$ cat src/sv/assert_macros.svh
// Assertion macros for the RTL files; the top-level core is the one that includes them.
`ifndef ASSERT_MACROS_SVH
`define ASSERT_MACROS_SVH

// Condition that must hold at every clock edge outside reset.
`define AFW_ASSERT(lbl, clk, rst, cond) \
  lbl: assert property (@(posedge clk) disable iff (rst) (cond)) \
    else $error("assertion failed");

// Antecedent at one edge implies consequent at the next edge.
`define AFW_ASSERT_NEXT(lbl, clk, rst, ante, cons) \
  lbl: assert property (@(posedge clk) disable iff (rst) (ante) |=> (cons)) \
    else $error("assertion failed");

`endif

$ cat src/sv/afw_pkg.sv
// Package: widths, codes, state type and window table math for the framing core.
package afw_pkg;

  localparam int FRAME_MAX_DEF = 64;
  localparam int FFT_MAX_DEF   = 64;
  localparam int COS_DEPTH_DEF = 256;

  localparam int SAMPLE_W   = 16;
  localparam int KIND_W     = 2;
  localparam int VALUE_W    = 18;
  localparam int INDEX_W    = 6;
  localparam int FL_W       = 7;
  localparam int HOP_W      = 12;
  localparam int FFT_W      = 7;
  localparam int GAIN_W     = 16;
  localparam int COEF_W     = 16;
  localparam int MODE_W     = 2;
  localparam int CFG_IDX_W  = 3;
  localparam int CFG_DATA_W = 16;

  localparam int MUL_A_W = 34;
  localparam int MUL_B_W = 18;
  localparam int MUL_P_W = 52;
  localparam int WIN_W   = 17;

  localparam int VALUE_MAX = 131071;
  localparam int VALUE_MIN = -131072;

  localparam longint Q30_ONE     = 64'sd1073741824;
  localparam longint HALF_PI_Q30 = 64'sd1686629713;

  typedef enum logic [KIND_W-1:0] {
    KIND_SAMPLE     = 2'd0,
    KIND_SAMPLE_END = 2'd1,
    KIND_END        = 2'd2
  } kind_t;

  typedef enum logic [CFG_IDX_W-1:0] {
    CFG_FRAME_LEN  = 3'd0,
    CFG_HOP_LEN    = 3'd1,
    CFG_FFT_LEN    = 3'd2,
    CFG_PAD_MODE   = 3'd3,
    CFG_GAIN       = 3'd4,
    CFG_EMPH_COEF  = 3'd5,
    CFG_WIN_MODE   = 3'd6,
    CFG_FLUSH_MODE = 3'd7
  } cfg_reg_t;

  typedef enum logic [3:0] {
    S_IDLE,
    S_SCALE,
    S_SCALE_WB,
    S_CHECK,
    S_ELEM,
    S_RDX,
    S_RDP,
    S_MUL1,
    S_MUL1W,
    S_WDIV,
    S_MUL2,
    S_MUL2W,
    S_OUT,
    S_POST
  } state_t;

  // Taylor cosine on [0, pi/2], Q30 in and out, clamped to [0, 1].
  function automatic longint cos_q30(input longint theta);
    longint t2;
    longint r;
    t2 = (theta * theta) / Q30_ONE;
    r  = Q30_ONE - t2 / 90;
    r  = Q30_ONE - ((t2 * r) / Q30_ONE) / 56;
    r  = Q30_ONE - ((t2 * r) / Q30_ONE) / 30;
    r  = Q30_ONE - ((t2 * r) / Q30_ONE) / 12;
    r  = Q30_ONE - ((t2 * r) / Q30_ONE) / 2;
    if (r < 0) r = 0;
    if (r > Q30_ONE) r = Q30_ONE;
    return r;
  endfunction

  // Hann weight in Q15 for quadrant quad and in-quadrant angle theta (Q30).
  function automatic longint hann_q15(input longint quad, input longint theta);
    longint c;
    longint s;
    longint cv;
    longint h;
    c = cos_q30(theta);
    s = cos_q30(HALF_PI_Q30 - theta);
    case (quad)
      0:       cv = c;
      1:       cv = -s;
      2:       cv = -c;
      default: cv = s;
    endcase
    h = (Q30_ONE - cv) / 2;
    return (h + 16384) >>> 15;
  endfunction

endpackage

$ cat src/sv/afw_ram.sv
// Generic single-write, single-read RAM with registered read data.
module afw_ram #(
  parameter int WIDTH = 16,
  parameter int DEPTH = 64
) (
  input  logic                     clk,
  input  logic                     we,
  input  logic [$clog2(DEPTH)-1:0] waddr,
  input  logic [WIDTH-1:0]         wdata,
  input  logic [$clog2(DEPTH)-1:0] raddr,
  output logic [WIDTH-1:0]         rdata
);

  logic [WIDTH-1:0] mem [DEPTH];

  always_ff @(posedge clk) begin
    if (we) begin
      mem[waddr] <= wdata;
    end
    rdata <= mem[raddr];
  end

endmodule

$ cat src/sv/afw_mul.sv
// Shared signed multiplier with registered product.
module afw_mul (
  input  logic                               clk,
  input  logic signed [afw_pkg::MUL_A_W-1:0] a,
  input  logic signed [afw_pkg::MUL_B_W-1:0] b,
  output logic signed [afw_pkg::MUL_P_W-1:0] p
);

  always_ff @(posedge clk) begin
    p <= afw_pkg::MUL_P_W'(a * b);
  end

endmodule

$ cat src/sv/afw_div.sv
// Restoring divider, one quotient bit per cycle.
module afw_div #(
  parameter int DW = 16,
  parameter int NW = 8
) (
  input  logic          clk,
  input  logic          rst,
  input  logic          start,
  input  logic [DW-1:0] dividend,
  input  logic [NW-1:0] divisor,
  output logic          done,
  output logic [DW-1:0] quotient
);

  localparam int CW = $clog2(DW + 1);

  logic [DW-1:0] quo;
  logic [NW-1:0] rem;
  logic [NW-1:0] dvs;
  logic [CW-1:0] cnt;
  logic          busy;
  logic [NW:0]   rem_sh;
  logic [NW:0]   trial;
  logic          fits;

  always_comb begin
    rem_sh = {rem, quo[DW-1]};
    trial  = rem_sh - {1'b0, dvs};
    fits   = (rem_sh >= {1'b0, dvs});
  end

  always_ff @(posedge clk) begin
    if (rst) begin
      busy <= 1'b0;
      done <= 1'b0;
    end else if (start) begin
      busy <= 1'b1;
      done <= 1'b0;
      cnt  <= CW'(DW);
      quo  <= dividend;
      rem  <= '0;
      dvs  <= divisor;
    end else if (busy) begin
      rem <= fits ? trial[NW-1:0] : rem_sh[NW-1:0];
      quo <= {quo[DW-2:0], fits};
      cnt <= cnt - CW'(1);
      if (cnt == CW'(1)) begin
        busy <= 1'b0;
        done <= 1'b1;
      end
    end
  end

  assign quotient = quo;

endmodule

$ cat src/sv/afw_win_rom.sv
// Hann weight table over one cosine period, built at elaboration.
module afw_win_rom #(
  parameter int DEPTH = 256
) (
  input  logic [$clog2(DEPTH)-1:0]    k,
  output logic [afw_pkg::WIN_W-1:0]   w
);

  logic [afw_pkg::WIN_W-1:0] rom [DEPTH];

  for (genvar g = 0; g < DEPTH; g++) begin : g_entry
    localparam longint M     = 4 * g;
    localparam longint QUAD  = M / DEPTH;
    localparam longint REM   = M % DEPTH;
    localparam longint THETA = REM * afw_pkg::HALF_PI_Q30 / DEPTH;
    assign rom[g] = afw_pkg::WIN_W'(afw_pkg::hann_q15(QUAD, THETA));
  end

  assign w = rom[k];

endmodule

$ cat src/sv/audio_frame_window_preprocess_core.sv
// Top level of the speech framing core: scale, frame, pre-emphasis, Hann window, pad.
// Scaled PCM samples go into a circular store of FRAME_MAX entries. Every hop_length
// samples a frame of the last frame_length samples goes out as out_length transfers
// (value, index, tlast on the final one), pre-emphasized, Hann windowed and zero padded
// or trimmed, left-aligned or centered. A chunk end with a partly filled queue sends a
// zero-padded partial frame unless buffering is on, then framing restarts, optionally
// semicausally. Timing: the input side takes one item, then is busy while the sample is
// scaled and stored, and for a chunk end also while the flush check runs. For each
// in-range element of a frame the store is read, the shared restoring divider turns the
// element position into a cosine table index one quotient bit per cycle (DW, the
// window-index dividend width, is 15 at the default sizes) and the two products are
// formed; trimmed-off or pad positions skip these steps. Each frame closes with a post step.
// One multiplier serves input scaling, pre-emphasis and windowing in turn. There is no
// clearing pass after reset or flush: a count of samples written since the last clear
// makes stale store entries read as zero. Output stalls only hold the sequencer.
`include "assert_macros.svh"

module audio_frame_window_preprocess_core #(
  parameter int FRAME_MAX       = afw_pkg::FRAME_MAX_DEF,
  parameter int FFT_MAX         = afw_pkg::FFT_MAX_DEF,
  parameter int COS_TABLE_DEPTH = afw_pkg::COS_DEPTH_DEF
) (
  input  logic                                            clk,
  input  logic                                            rst,
  // input stream
  input  logic                                            s_tvalid,
  output logic                                            s_tready,
  input  logic [afw_pkg::SAMPLE_W-1:0]                    s_tdata,  // [15:0] sample
  input  logic [afw_pkg::KIND_W-1:0]                      s_tuser,  // [1:0] kind
  // output stream
  output logic                                            m_tvalid,
  input  logic                                            m_tready,
  output logic [afw_pkg::VALUE_W+afw_pkg::INDEX_W-1:0]    m_tdata,  // [17:0] value, [23:18] index
  output logic                                            m_tlast,  // frame_last
  // configuration writes
  input  logic                                            cfg_we,
  input  logic [afw_pkg::CFG_IDX_W-1:0]                   cfg_index,
  input  logic [afw_pkg::CFG_DATA_W-1:0]                  cfg_data
);

  localparam int AW      = $clog2(FRAME_MAX);
  localparam int LW      = $clog2(FRAME_MAX + 1);
  localparam int FW      = $clog2(FFT_MAX + 1);
  localparam int KW      = $clog2(COS_TABLE_DEPTH);
  localparam int DW      = $clog2((2 * FRAME_MAX - 1) * COS_TABLE_DEPTH + FRAME_MAX + 1);
  localparam int NW      = $clog2(2 * FRAME_MAX + 1);
  localparam int SW      = ((LW > FW) ? LW : FW) + 2;
  localparam int RST_LEN = (64 > FRAME_MAX) ? FRAME_MAX : 64;

  // ---------------- configuration registers ----------------
  logic [afw_pkg::FL_W-1:0]   frame_length;
  logic [afw_pkg::HOP_W-1:0]  hop_length;
  logic [afw_pkg::FFT_W-1:0]  out_length;
  logic                       padding_mode;
  logic [afw_pkg::GAIN_W-1:0] input_gain;
  logic [afw_pkg::COEF_W-1:0] emphasis_coef;
  logic [afw_pkg::MODE_W-1:0] window_mode;
  logic [afw_pkg::MODE_W-1:0] flush_mode;

  always_ff @(posedge clk) begin
    if (rst) begin
      frame_length  <= afw_pkg::FL_W'(64);
      hop_length    <= afw_pkg::HOP_W'(32);
      out_length    <= afw_pkg::FFT_W'(64);
      padding_mode  <= 1'b0;
      input_gain    <= afw_pkg::GAIN_W'(4096);
      emphasis_coef <= '0;
      window_mode   <= '0;
      flush_mode    <= '0;
    end else if (cfg_we) begin
      case (cfg_index)
        afw_pkg::CFG_FRAME_LEN:  frame_length  <= cfg_data[afw_pkg::FL_W-1:0];
        afw_pkg::CFG_HOP_LEN:    hop_length    <= cfg_data[afw_pkg::HOP_W-1:0];
        afw_pkg::CFG_FFT_LEN:    out_length    <= cfg_data[afw_pkg::FFT_W-1:0];
        afw_pkg::CFG_PAD_MODE:   padding_mode  <= cfg_data[0];
        afw_pkg::CFG_GAIN:       input_gain    <= cfg_data[afw_pkg::GAIN_W-1:0];
        afw_pkg::CFG_EMPH_COEF:  emphasis_coef <= cfg_data[afw_pkg::COEF_W-1:0];
        afw_pkg::CFG_WIN_MODE:   window_mode   <= cfg_data[afw_pkg::MODE_W-1:0];
        afw_pkg::CFG_FLUSH_MODE: flush_mode    <= cfg_data[afw_pkg::MODE_W-1:0];
        default: ;
      endcase
    end
  end

  // effective lengths: zero acts as one, oversize clamps to the store / fft size
  logic [LW-1:0]               len;
  logic [FW-1:0]               fft_eff;
  logic [afw_pkg::HOP_W-1:0]   hop_eff;

  always_comb begin
    if (frame_length == '0) len = LW'(1);
    else if (int'(frame_length) > FRAME_MAX) len = LW'(FRAME_MAX);
    else len = LW'(frame_length);
    if (out_length == '0) fft_eff = FW'(1);
    else if (int'(out_length) > FFT_MAX) fft_eff = FW'(FFT_MAX);
    else fft_eff = FW'(out_length);
    hop_eff = (hop_length == '0) ? afw_pkg::HOP_W'(1) : hop_length;
  end

  // ---------------- sequencer and datapath registers ----------------
  afw_pkg::state_t state, state_next;

  logic [afw_pkg::KIND_W-1:0]          kind_r;
  logic signed [afw_pkg::SAMPLE_W-1:0] sample_r;
  logic [AW-1:0]                       write_pointer;
  logic [LW-1:0]                       fill_count;
  logic [LW-1:0]                       written_count;  // samples since last clear
  logic [afw_pkg::HOP_W-1:0]           steps_to_frame;
  logic [LW-1:0]                       span;
  logic                                flushing;
  logic [FW-1:0]                       i_cnt;
  logic [AW-1:0]                       qx_pos, qp_pos;
  logic                                qx_zero, qp_zero;
  logic                                w_one;
  logic signed [afw_pkg::SAMPLE_W-1:0] x_r;
  logic signed [afw_pkg::MUL_A_W-1:0]  e_r;
  logic [afw_pkg::WIN_W-1:0]           w_r;
  logic signed [afw_pkg::VALUE_W-1:0]  value_r;
  logic signed [afw_pkg::VALUE_W-1:0]  out_value;
  logic [afw_pkg::INDEX_W-1:0]         out_index;
  logic                                out_last;

  // ---------------- shared units ----------------
  logic signed [afw_pkg::MUL_A_W-1:0] mul_a;
  logic signed [afw_pkg::MUL_B_W-1:0] mul_b;
  logic signed [afw_pkg::MUL_P_W-1:0] mul_p;

  afw_mul u_mul (
    .clk (clk),
    .a   (mul_a),
    .b   (mul_b),
    .p   (mul_p)
  );

  logic                          ram_we;
  logic [AW-1:0]                 ram_raddr;
  logic [afw_pkg::SAMPLE_W-1:0]  ram_wdata;
  logic [afw_pkg::SAMPLE_W-1:0]  ram_rdata;

  afw_ram #(
    .WIDTH (afw_pkg::SAMPLE_W),
    .DEPTH (FRAME_MAX)
  ) u_store (
    .clk   (clk),
    .we    (ram_we),
    .waddr (write_pointer),
    .wdata (ram_wdata),
    .raddr (ram_raddr),
    .rdata (ram_rdata)
  );

  logic          div_start;
  logic          div_done;
  logic [DW-1:0] div_dividend;
  logic [NW-1:0] div_divisor;
  logic [DW-1:0] div_q;

  afw_div #(
    .DW (DW),
    .NW (NW)
  ) u_div (
    .clk      (clk),
    .rst      (rst),
    .start    (div_start),
    .dividend (div_dividend),
    .divisor  (div_divisor),
    .done     (div_done),
    .quotient (div_q)
  );

  logic [DW-1:0]             k_wide;
  logic [KW-1:0]             win_k;
  logic [afw_pkg::WIN_W-1:0] win_w;

  // quotient stays below twice the table depth, so one subtract wraps it
  always_comb begin
    k_wide = (div_q >= DW'(COS_TABLE_DEPTH)) ? div_q - DW'(COS_TABLE_DEPTH) : div_q;
    win_k  = k_wide[KW-1:0];
  end

  afw_win_rom #(
    .DEPTH (COS_TABLE_DEPTH)
  ) u_rom (
    .k (win_k),
    .w (win_w)
  );

  // ---------------- element address math ----------------
  // store slot of queue element jj (oldest first) and whether it reads as zero
  function automatic logic [AW:0] q_lookup(input logic [LW-1:0] jj,
                                           input logic [LW-1:0] sp,
                                           input logic [LW-1:0] fc,
                                           input logic [LW-1:0] wr,
                                           input logic [AW-1:0] ptr);
    logic [LW-1:0] age;
    logic [AW:0]   sum;
    logic          zero;
    age  = sp - LW'(1) - jj;
    zero = (jj >= sp) || (age >= fc) || (age >= wr);
    sum  = (AW+1)'(ptr) + (AW+1)'(FRAME_MAX - 1) - (AW+1)'(age);
    if (sum >= (AW+1)'(FRAME_MAX)) sum = sum - (AW+1)'(FRAME_MAX);
    return {zero, sum[AW-1:0]};
  endfunction

  logic signed [SW-1:0] pad_diff, pad_off, src;
  logic                 in_range;
  logic [LW-1:0]        elem_j, elem_jm1, n_win;
  logic [AW:0]          lx, lp;
  logic                 elem_last;
  logic                 out_load;

  always_comb begin
    pad_diff = $signed(SW'(fft_eff)) - $signed(SW'(len));
    // centered offset truncates toward zero
    pad_off  = pad_diff[SW-1] ? -((-pad_diff) >>> 1) : (pad_diff >>> 1);
    src      = padding_mode ? $signed(SW'(i_cnt)) - pad_off : $signed(SW'(i_cnt));
    in_range = !src[SW-1] && (src < $signed(SW'(len)));
    elem_j   = src[LW-1:0];
    elem_jm1 = (elem_j == '0) ? elem_j : elem_j - LW'(1);
    lx       = q_lookup(elem_j, span, fill_count, written_count, write_pointer);
    lp       = q_lookup(elem_jm1, span, fill_count, written_count, write_pointer);
    // periodic window only for even lengths
    n_win    = (window_mode[0] && !len[0]) ? len : len - LW'(1);
    div_dividend = DW'({elem_j, window_mode[1]}) * DW'(COS_TABLE_DEPTH) + DW'(n_win);
    div_divisor  = NW'({n_win, 1'b0});
    elem_last    = (i_cnt == fft_eff - FW'(1));
    out_load     = (state == afw_pkg::S_OUT) && (!m_tvalid || m_tready);
  end

  // ---------------- next state ----------------
  always_comb begin
    state_next = state;
    case (state)
      afw_pkg::S_IDLE: begin
        if (s_tvalid) begin
          case (s_tuser)
            afw_pkg::KIND_SAMPLE,
            afw_pkg::KIND_SAMPLE_END: state_next = afw_pkg::S_SCALE;
            afw_pkg::KIND_END:        state_next = afw_pkg::S_CHECK;
            default:                  state_next = afw_pkg::S_IDLE;
          endcase
        end
      end
      afw_pkg::S_SCALE: state_next = afw_pkg::S_SCALE_WB;
      afw_pkg::S_SCALE_WB: begin
        if (steps_to_frame <= afw_pkg::HOP_W'(1)) state_next = afw_pkg::S_ELEM;
        else if (kind_r == afw_pkg::KIND_SAMPLE_END) state_next = afw_pkg::S_CHECK;
        else state_next = afw_pkg::S_IDLE;
      end
      afw_pkg::S_CHECK: begin
        if (!flush_mode[0] && fill_count != '0 && fill_count < len) begin
          state_next = afw_pkg::S_ELEM;
        end else begin
          state_next = afw_pkg::S_IDLE;
        end
      end
      afw_pkg::S_ELEM:  state_next = in_range ? afw_pkg::S_RDX : afw_pkg::S_OUT;
      afw_pkg::S_RDX:   state_next = afw_pkg::S_RDP;
      afw_pkg::S_RDP:   state_next = afw_pkg::S_MUL1;
      afw_pkg::S_MUL1:  state_next = afw_pkg::S_MUL1W;
      afw_pkg::S_MUL1W: state_next = afw_pkg::S_WDIV;
      afw_pkg::S_WDIV:  state_next = div_done ? afw_pkg::S_MUL2 : afw_pkg::S_WDIV;
      afw_pkg::S_MUL2:  state_next = afw_pkg::S_MUL2W;
      afw_pkg::S_MUL2W: state_next = afw_pkg::S_OUT;
      afw_pkg::S_OUT: begin
        if (out_load) state_next = elem_last ? afw_pkg::S_POST : afw_pkg::S_ELEM;
      end
      afw_pkg::S_POST:  state_next = afw_pkg::S_IDLE;
      default:          state_next = afw_pkg::S_IDLE;
    endcase
  end

  // ---------------- unit controls ----------------
  always_comb begin
    s_tready  = 1'b0;
    ram_we    = 1'b0;
    ram_raddr = qp_pos;
    div_start = 1'b0;
    mul_a     = $signed(afw_pkg::MUL_A_W'(emphasis_coef));
    mul_b     = (qp_zero) ? '0 : afw_pkg::MUL_B_W'($signed(ram_rdata));
    case (state)
      afw_pkg::S_IDLE:     s_tready = 1'b1;
      afw_pkg::S_SCALE: begin
        mul_a = afw_pkg::MUL_A_W'(sample_r);
        mul_b = $signed(afw_pkg::MUL_B_W'(input_gain));
      end
      afw_pkg::S_SCALE_WB: ram_we = 1'b1;
      afw_pkg::S_ELEM:     div_start = in_range;
      afw_pkg::S_RDX:      ram_raddr = qx_pos;
      afw_pkg::S_MUL2: begin
        mul_a = e_r;
        mul_b = $signed(afw_pkg::MUL_B_W'(w_r));
      end
      default: ;
    endcase
  end

  // scaled sample: round half up, saturate to Q1.15
  logic signed [afw_pkg::MUL_P_W-1:0]  scaled;
  logic signed [afw_pkg::SAMPLE_W-1:0] x_sat;
  // windowed element: round half up from Q.46, saturate to 18 bits
  logic signed [afw_pkg::MUL_P_W-1:0]  rounded;
  logic signed [afw_pkg::VALUE_W-1:0]  v_sat;

  always_comb begin
    scaled = (mul_p + afw_pkg::MUL_P_W'(2048)) >>> 12;
    if (scaled > afw_pkg::MUL_P_W'(32767)) x_sat = 16'sh7FFF;
    else if (scaled < -afw_pkg::MUL_P_W'(32768)) x_sat = 16'sh8000;
    else x_sat = scaled[afw_pkg::SAMPLE_W-1:0];
    rounded = (mul_p + (afw_pkg::MUL_P_W'(1) <<< 30)) >>> 31;
    if (rounded > afw_pkg::MUL_P_W'(afw_pkg::VALUE_MAX)) begin
      v_sat = afw_pkg::VALUE_W'(afw_pkg::VALUE_MAX);
    end else if (rounded < afw_pkg::MUL_P_W'(afw_pkg::VALUE_MIN)) begin
      v_sat = afw_pkg::VALUE_W'(afw_pkg::VALUE_MIN);
    end else begin
      v_sat = rounded[afw_pkg::VALUE_W-1:0];
    end
  end

  assign ram_wdata = x_sat;

  // ---------------- register updates ----------------
  always_ff @(posedge clk) begin
    if (rst) begin
      state          <= afw_pkg::S_IDLE;
      write_pointer  <= '0;
      fill_count     <= '0;
      written_count  <= '0;
      steps_to_frame <= afw_pkg::HOP_W'(RST_LEN);
      flushing       <= 1'b0;
      m_tvalid       <= 1'b0;
    end else begin
      state <= state_next;
      if (out_load) m_tvalid <= 1'b1;
      else if (m_tready) m_tvalid <= 1'b0;
      case (state)
        afw_pkg::S_IDLE: begin
          kind_r   <= s_tuser;
          sample_r <= s_tdata;
        end
        afw_pkg::S_SCALE_WB: begin
          write_pointer <= (write_pointer == AW'(FRAME_MAX - 1)) ?
                           '0 : write_pointer + AW'(1);
          if (fill_count != LW'(FRAME_MAX)) fill_count <= fill_count + LW'(1);
          if (written_count != LW'(FRAME_MAX)) written_count <= written_count + LW'(1);
          if (steps_to_frame <= afw_pkg::HOP_W'(1)) begin
            span     <= len;
            flushing <= 1'b0;
            i_cnt    <= '0;
          end else begin
            steps_to_frame <= steps_to_frame - afw_pkg::HOP_W'(1);
          end
        end
        afw_pkg::S_CHECK: begin
          span     <= fill_count;
          flushing <= 1'b1;
          i_cnt    <= '0;
        end
        afw_pkg::S_ELEM: begin
          qx_zero <= lx[AW];
          qx_pos  <= lx[AW-1:0];
          qp_zero <= lp[AW];
          qp_pos  <= lp[AW-1:0];
          w_one   <= (n_win == '0);
          value_r <= '0;
        end
        afw_pkg::S_RDP:   x_r <= qx_zero ? '0 : ram_rdata;
        afw_pkg::S_MUL1W: begin
          e_r <= (afw_pkg::MUL_A_W'(x_r) <<< 16) - mul_p[afw_pkg::MUL_A_W-1:0];
        end
        afw_pkg::S_WDIV:  w_r <= w_one ? afw_pkg::WIN_W'(32768) : win_w;
        afw_pkg::S_MUL2W: value_r <= v_sat;
        afw_pkg::S_OUT: begin
          if (out_load) begin
            out_value <= value_r;
            out_index <= afw_pkg::INDEX_W'(i_cnt);
            out_last  <= elem_last;
            i_cnt     <= i_cnt + FW'(1);
          end
        end
        afw_pkg::S_POST: begin
          if (flushing) begin
            // store reads as zero from here on: supplies the semicausal prefill
            written_count <= '0;
            if (flush_mode[1] && (int'(hop_eff) < int'(len))) begin
              steps_to_frame <= afw_pkg::HOP_W'(len) - hop_eff;
              fill_count     <= LW'(hop_eff);
            end else begin
              steps_to_frame <= afw_pkg::HOP_W'(len);
              fill_count     <= '0;
            end
          end else begin
            steps_to_frame <= hop_eff;
            if (fill_count > len) fill_count <= len;
          end
        end
        default: ;
      endcase
    end
  end

  assign m_tdata = {out_index, out_value};
  assign m_tlast = out_last;

  // ---------------- assertions ----------------
  `AFW_ASSERT(a_fill_bound, clk, rst, fill_count <= LW'(FRAME_MAX))
  `AFW_ASSERT(a_steps_live, clk, rst, state != afw_pkg::S_IDLE || steps_to_frame != '0)
  `AFW_ASSERT_NEXT(a_last_post, clk, rst, out_load && elem_last, state == afw_pkg::S_POST && m_tvalid && m_tlast)

endmodule
$ cat config.mk
export PLATFORM = sky130hd
export DESIGN_NAME = audio_frame_window_preprocess_core
export DESIGN_NICKNAME = d
export VERILOG_FILES = /design/src/sv/afw_pkg.sv /design/src/sv/afw_ram.sv /design/src/sv/afw_mul.sv /design/src/sv/afw_div.sv /design/src/sv/afw_win_rom.sv /design/src/sv/audio_frame_window_preprocess_core.sv
export VERILOG_INCLUDE_DIRS = /design/src /design/src/sv
export SDC_FILE = /design/constraint.sdc
export NUM_CORES = 2
export LEC_CHECK = 0
export BUFFER_PORTS_ARGS = -buffer_cell sky130_fd_sc_hd__buf_2
export CORE_MARGIN = 2
export CORE_UTILIZATION = 52
export CTS_CLUSTER_DIAMETER = 100
export DETAILED_ROUTE_END_ITERATION = 10
export PLACE_DENSITY = 0.67
export REMOVE_ABC_BUFFERS = 1
export SYNTH_ARGS = -nofsm -noshare
export SYNTH_HDL_FRONTEND = slang
export SYNTH_HIERARCHICAL = 1
export SYNTH_SLANG_ARGS = --single-unit
$ cat constraint.sdc
create_clock -name clk -period 9.58 [get_ports clk]
set_input_delay 0 -clock clk [delete_from_list [all_inputs] [get_ports clk]]
set_output_delay 0 -clock clk [all_outputs]
set_load 0.03 [all_outputs]
==> flow_metrics.env <==
export IMPL_synth_area_um2=85860
export IMPL_grt_met3_usage_pct=4.525
export IMPL_via_per_inst=6.066
export IMPL_p_int_mw=12.10
export IMPL_grt_util_met2_pct=46.96
export IMPL_numPortBuffers=68
export IMPL_drive_gt1_share_pct=11.53
export IMPL_wl_per_cell_um=25.65
export IMPL_synth_ff_type="edfxtp_1"
export IMPL_start_util_pct=52.22
export IMPL_cp_max_fo=18
export IMPL_power_density_nw_per_um2=185.4
export IMPL_cts_made_buffers=147
export IMPL_fin_cells=9526
export IMPL_yosysUniqueCellTypes=118
export IMPL_setup_worst_path_class="register to register"
export IMPL_synth_edf_count=1216
export IMPL_yosysSeqAreaShare_pct=46.52
export IMPL_place_gp_congestion=0.9631
export IMPL_crit_buf_inv=5
export IMPL_comb_power_share_pct=22.2
export IMPL_place_hpwl_um=165600
export IMPL_grt_pass1_vias=58830
export IMPL_slowest_delay_ns=0.74
export IMPL_fin_crit_ns=9.036
export IMPL_fin_nets=8136
export IMPL_p_seq_share_pct=44.0
export IMPL_tns_ns=0
export IMPL_dr_total_vias=57790
export IMPL_cp_start_kind="register"
export IMPL_drv_cap=0
export IMPL_cp_data_required_time_ns=10.26
export IMPL_rsz0062_at_grt="false"
export IMPL_num_io_pins=69
export IMPL_firstDrtPassIters=9
export IMPL_die_x_um=410.3
export IMPL_relSlewSlack_pct=7.091
export IMPL_htree_levels=4
export IMPL_grt_total_usage_pct=29.25
export IMPL_cts_tree="built"
export IMPL_use_met1_pct=39.97
export IMPL_synthesis_instances=7144
export IMPL_pre_cts_ws_ns=0.4365
export IMPL_hold_viol_final=0
export IMPL_dieArea_um2=168400
export IMPL_wl_um=244300
export IMPL_skew_ns=0.06048
export IMPL_utilization_pct=57.55
export IMPL_cp_end_kind="register"
export IMPL_fin_ws_ns=0.5437
export IMPL_grt_overflow=0
export IMPL_setup_viol=0
export IMPL_fmax_mhz=110.7
export IMPL_core_area_um2=164400
export IMPL_drv_slew=0
export IMPL_path_common_cell="fa_1"
export IMPL_fin_crit_sh_pct=94.32
export IMPL_fin_area_um2=94640
export IMPL_yosys_warnings=6
export IMPL_switchingPower_mw=5.445
export IMPL_p_leak_nw=35.74
export IMPL_antenna_found_initial=5
export IMPL_ys_async_sr_fraction_pct=0
export IMPL_critical_path_arrival_ns=9.72
export IMPL_syn_area_per_cell_um2=12.02
export IMPL_clk_path_buf_depth=3
export IMPL_clkPwrFrac_pct=33.8
export IMPL_status="finished, final reports clean"
export IMPL_ys_seq_elements=1387
export IMPL_worst_slew_pin_slew_ns=1.394
export IMPL_clkSlewWorstSetupHoldPaths_ns=0.06
export IMPL_clkLatencyLatePin_ns=0.81
export IMPL_drcViolationCount=0
export IMPL_drt_antenna_violating_nets=0
export IMPL_die_h_um=410.3
export IMPL_rows=149
export IMPL_clock_root_buffer="clkbuf_16"
export IMPL_dpl_cell_area_um2=88840
export IMPL_power_total_mw=17.55
export IMPL_vdd_drop_max_v=0.0002775
export IMPL_top_usage_layer="met2"
export IMPL_placed_cells=9183
export IMPL_cts_sinks=1387
export IMPL_hold_path_class="input port to register"
export IMPL_holdWs_ns=0.06037
export IMPL_area_growth_pct=10.22
export IMPL_grt_start_max_net_pins=161
export IMPL_grt_pass1_wl_um=370600
export IMPL_critical_path_top_delay_family="adder cells"
export IMPL_drt_iter0_markers=6386
export IMPL_p_sw_share_pct=31.03
export IMPL_worst_path_max_delay_cell="nand3_1"
[worst paths after layout]
kind | slack [ns] | cells after the start | to | start
worst max-delay path | 0.54 | 26 | u_mul/p[47] | state[0]
worst min-delay path | 0.06 | 4 | hop_length[10] | cfg_data[10]
worst max register to register | 0.54 | 26 | u_mul/p[47] | state[0]
worst min register to register | 0.42 | 0 | out_value[17] | value_r[17]
[cells in the mapped netlist, types with 65 or more instances]
cell / count / area, um2
nor3_1: 90 / 450.4
nand2b_1: 81 / 506.7
xnor2_1: 154 / 1349
mux2i_1: 129 / 1291
nor2b_1: 126 / 788.3
a21oi_1: 261 / 1306
mux4_2: 224 / 5045
nor2_1: 333 / 1250
o21ai_0: 170 / 850.8
ha_1: 286 / 3578
xor2_1: 67 / 586.8
nand3_1: 123 / 615.6
inv_1: 845 / 3172
and2_1: 253 / 1583
fa_1: 593 / 11870
nand2_1: 745 / 2796
a22oi_1: 80 / 600.6
clkbuf_1: 282 / 1059
buf_2: 65 / 325.3
edfxtp_1: 1216 / 36520
dfxtp_1: 171 / 3423
[state kept, by name (all words and copies together), names as in the netlist, 17 cells and up]
name and cells:
u_store/mem 1024, w_r 17, u_mul/p 52, e_r 34, value_r 18, out_value 18
[power by group through the flow]
stage | clock (mW) | combinational (mW) | sequential, mW
5_1_grt | 6.25 | 4.32 | 7.73
3_5_place_dp | 0 | 3.83 | 7.83
3_3_place_gp | 0 | 3.74 | 7.83
2_1_floorplan | 0 | 2.39 | 7.82
4_1_cts | 6.02 | 3.89 | 7.71
6_report | 5.93 | 3.90 | 7.72
[timing repair]
action / CTS / global route
hold endpoints to repair: 98 / 0
hold buffers: 70 / 0
setup endpoints to repair: 0 / 33
resized for setup: 0 / 2
setup buffers: 0 / 2
[logic make-up (layout without fill, tap and decap cells)]
family / count (synthesis) / count (layout) / share of synthesized area (%)
multiplexers: 389 / 389 / 7.887
AO/OA/AOI/OAI: 1043 / 1043 / 8.209
XOR/XNOR: 225 / 225 / 2.343
AND/OR/NAND/NOR: 1964 / 1964 / 11.09
adder cells (fa/ha/maj): 880 / 880 / 18.01
flip-flops: 1387 / 1387 / 46.52
buffers and inverters: 1254 / 1445 / 5.941
other: 2 / 4 / 0.008747
[final cells by class]
type | count | area, um2
flip-flops and latches | 1387 | 39940
repair buffers | 324 | 2527
multi-input cells | 4504 | 41170
clock buffers | 178 | 3805
well taps | 2189 | 2739
diodes | 1 | 2.502
clock inverters | 92 | 1262
inverters | 851 | 3194
fillers | 13310 | 69790
[metal layers]
layer  part of all wire [%]  vias to the layer above  routed length (um)
li1                       -                    25140                   -
met1                     40                    29400               98530
met2                     47                     2706              115600
met3                    8.0                      539               19520
met4                    4.4                        4               10640
met5                  0.011                        -                  27
[worst reg2reg max path: stages (launching register included)]
cell,delay (ns)
dfxtp_1,0.59
nand2b_1,0.21
nor3_2,0.37
buf_4,0.32
nor2_2,0.20
nand2_1,0.16
nand3_1,0.74
and2_1,0.52
fa_1,0.55
inv_1,0.06
fa_1,0.50
fa_1,0.51
inv_1,0.05
fa_1,0.51
fa_1,0.58
inv_1,0.06
fa_1,0.54
inv_1,0.04
ha_1,0.36
and3_1,0.19
a221o_1,0.32
a21oi_1,0.16
o21a_1,0.15
a2bb2oi_1,0.48
nand3_1,0.23
and3_1,0.23
a311oi_1,0.26
[placed cells by master, fill, tap and decap left out, types with 19 or more instances in the layout]
cell and n:
a211oi_1 58, a21o_1 50, a21oi_1 260, a221oi_1 29, a22oi_1 80, a311oi_1 28, a31oi_1 53, and2_1 253
and3_1 30, buf_2 67, buf_4 180, bufinv_16 19, clkbuf_1 30, clkbuf_16 147, clkinv_1 21, clkinv_2 24
dfxtp_1 171, dlygate4sd3_1 70, edfxtp_1 1216, fa_1 593, ha_1 286, inv_1 844, mux2_2 31, mux2i_1 128
mux4_2 224, nand2_1 745, nand2b_1 81, nand3_1 123, nand4_1 38, nor2_1 318, nor2b_1 124, nor3_1 87
nor4_1 27, o211ai_1 33, o21a_1 19, o21ai_0 161, o21ai_1 27, o31ai_1 26, xnor2_1 154, xor2_1 67
No activity file was read; power rests on OpenSTA's default activity.
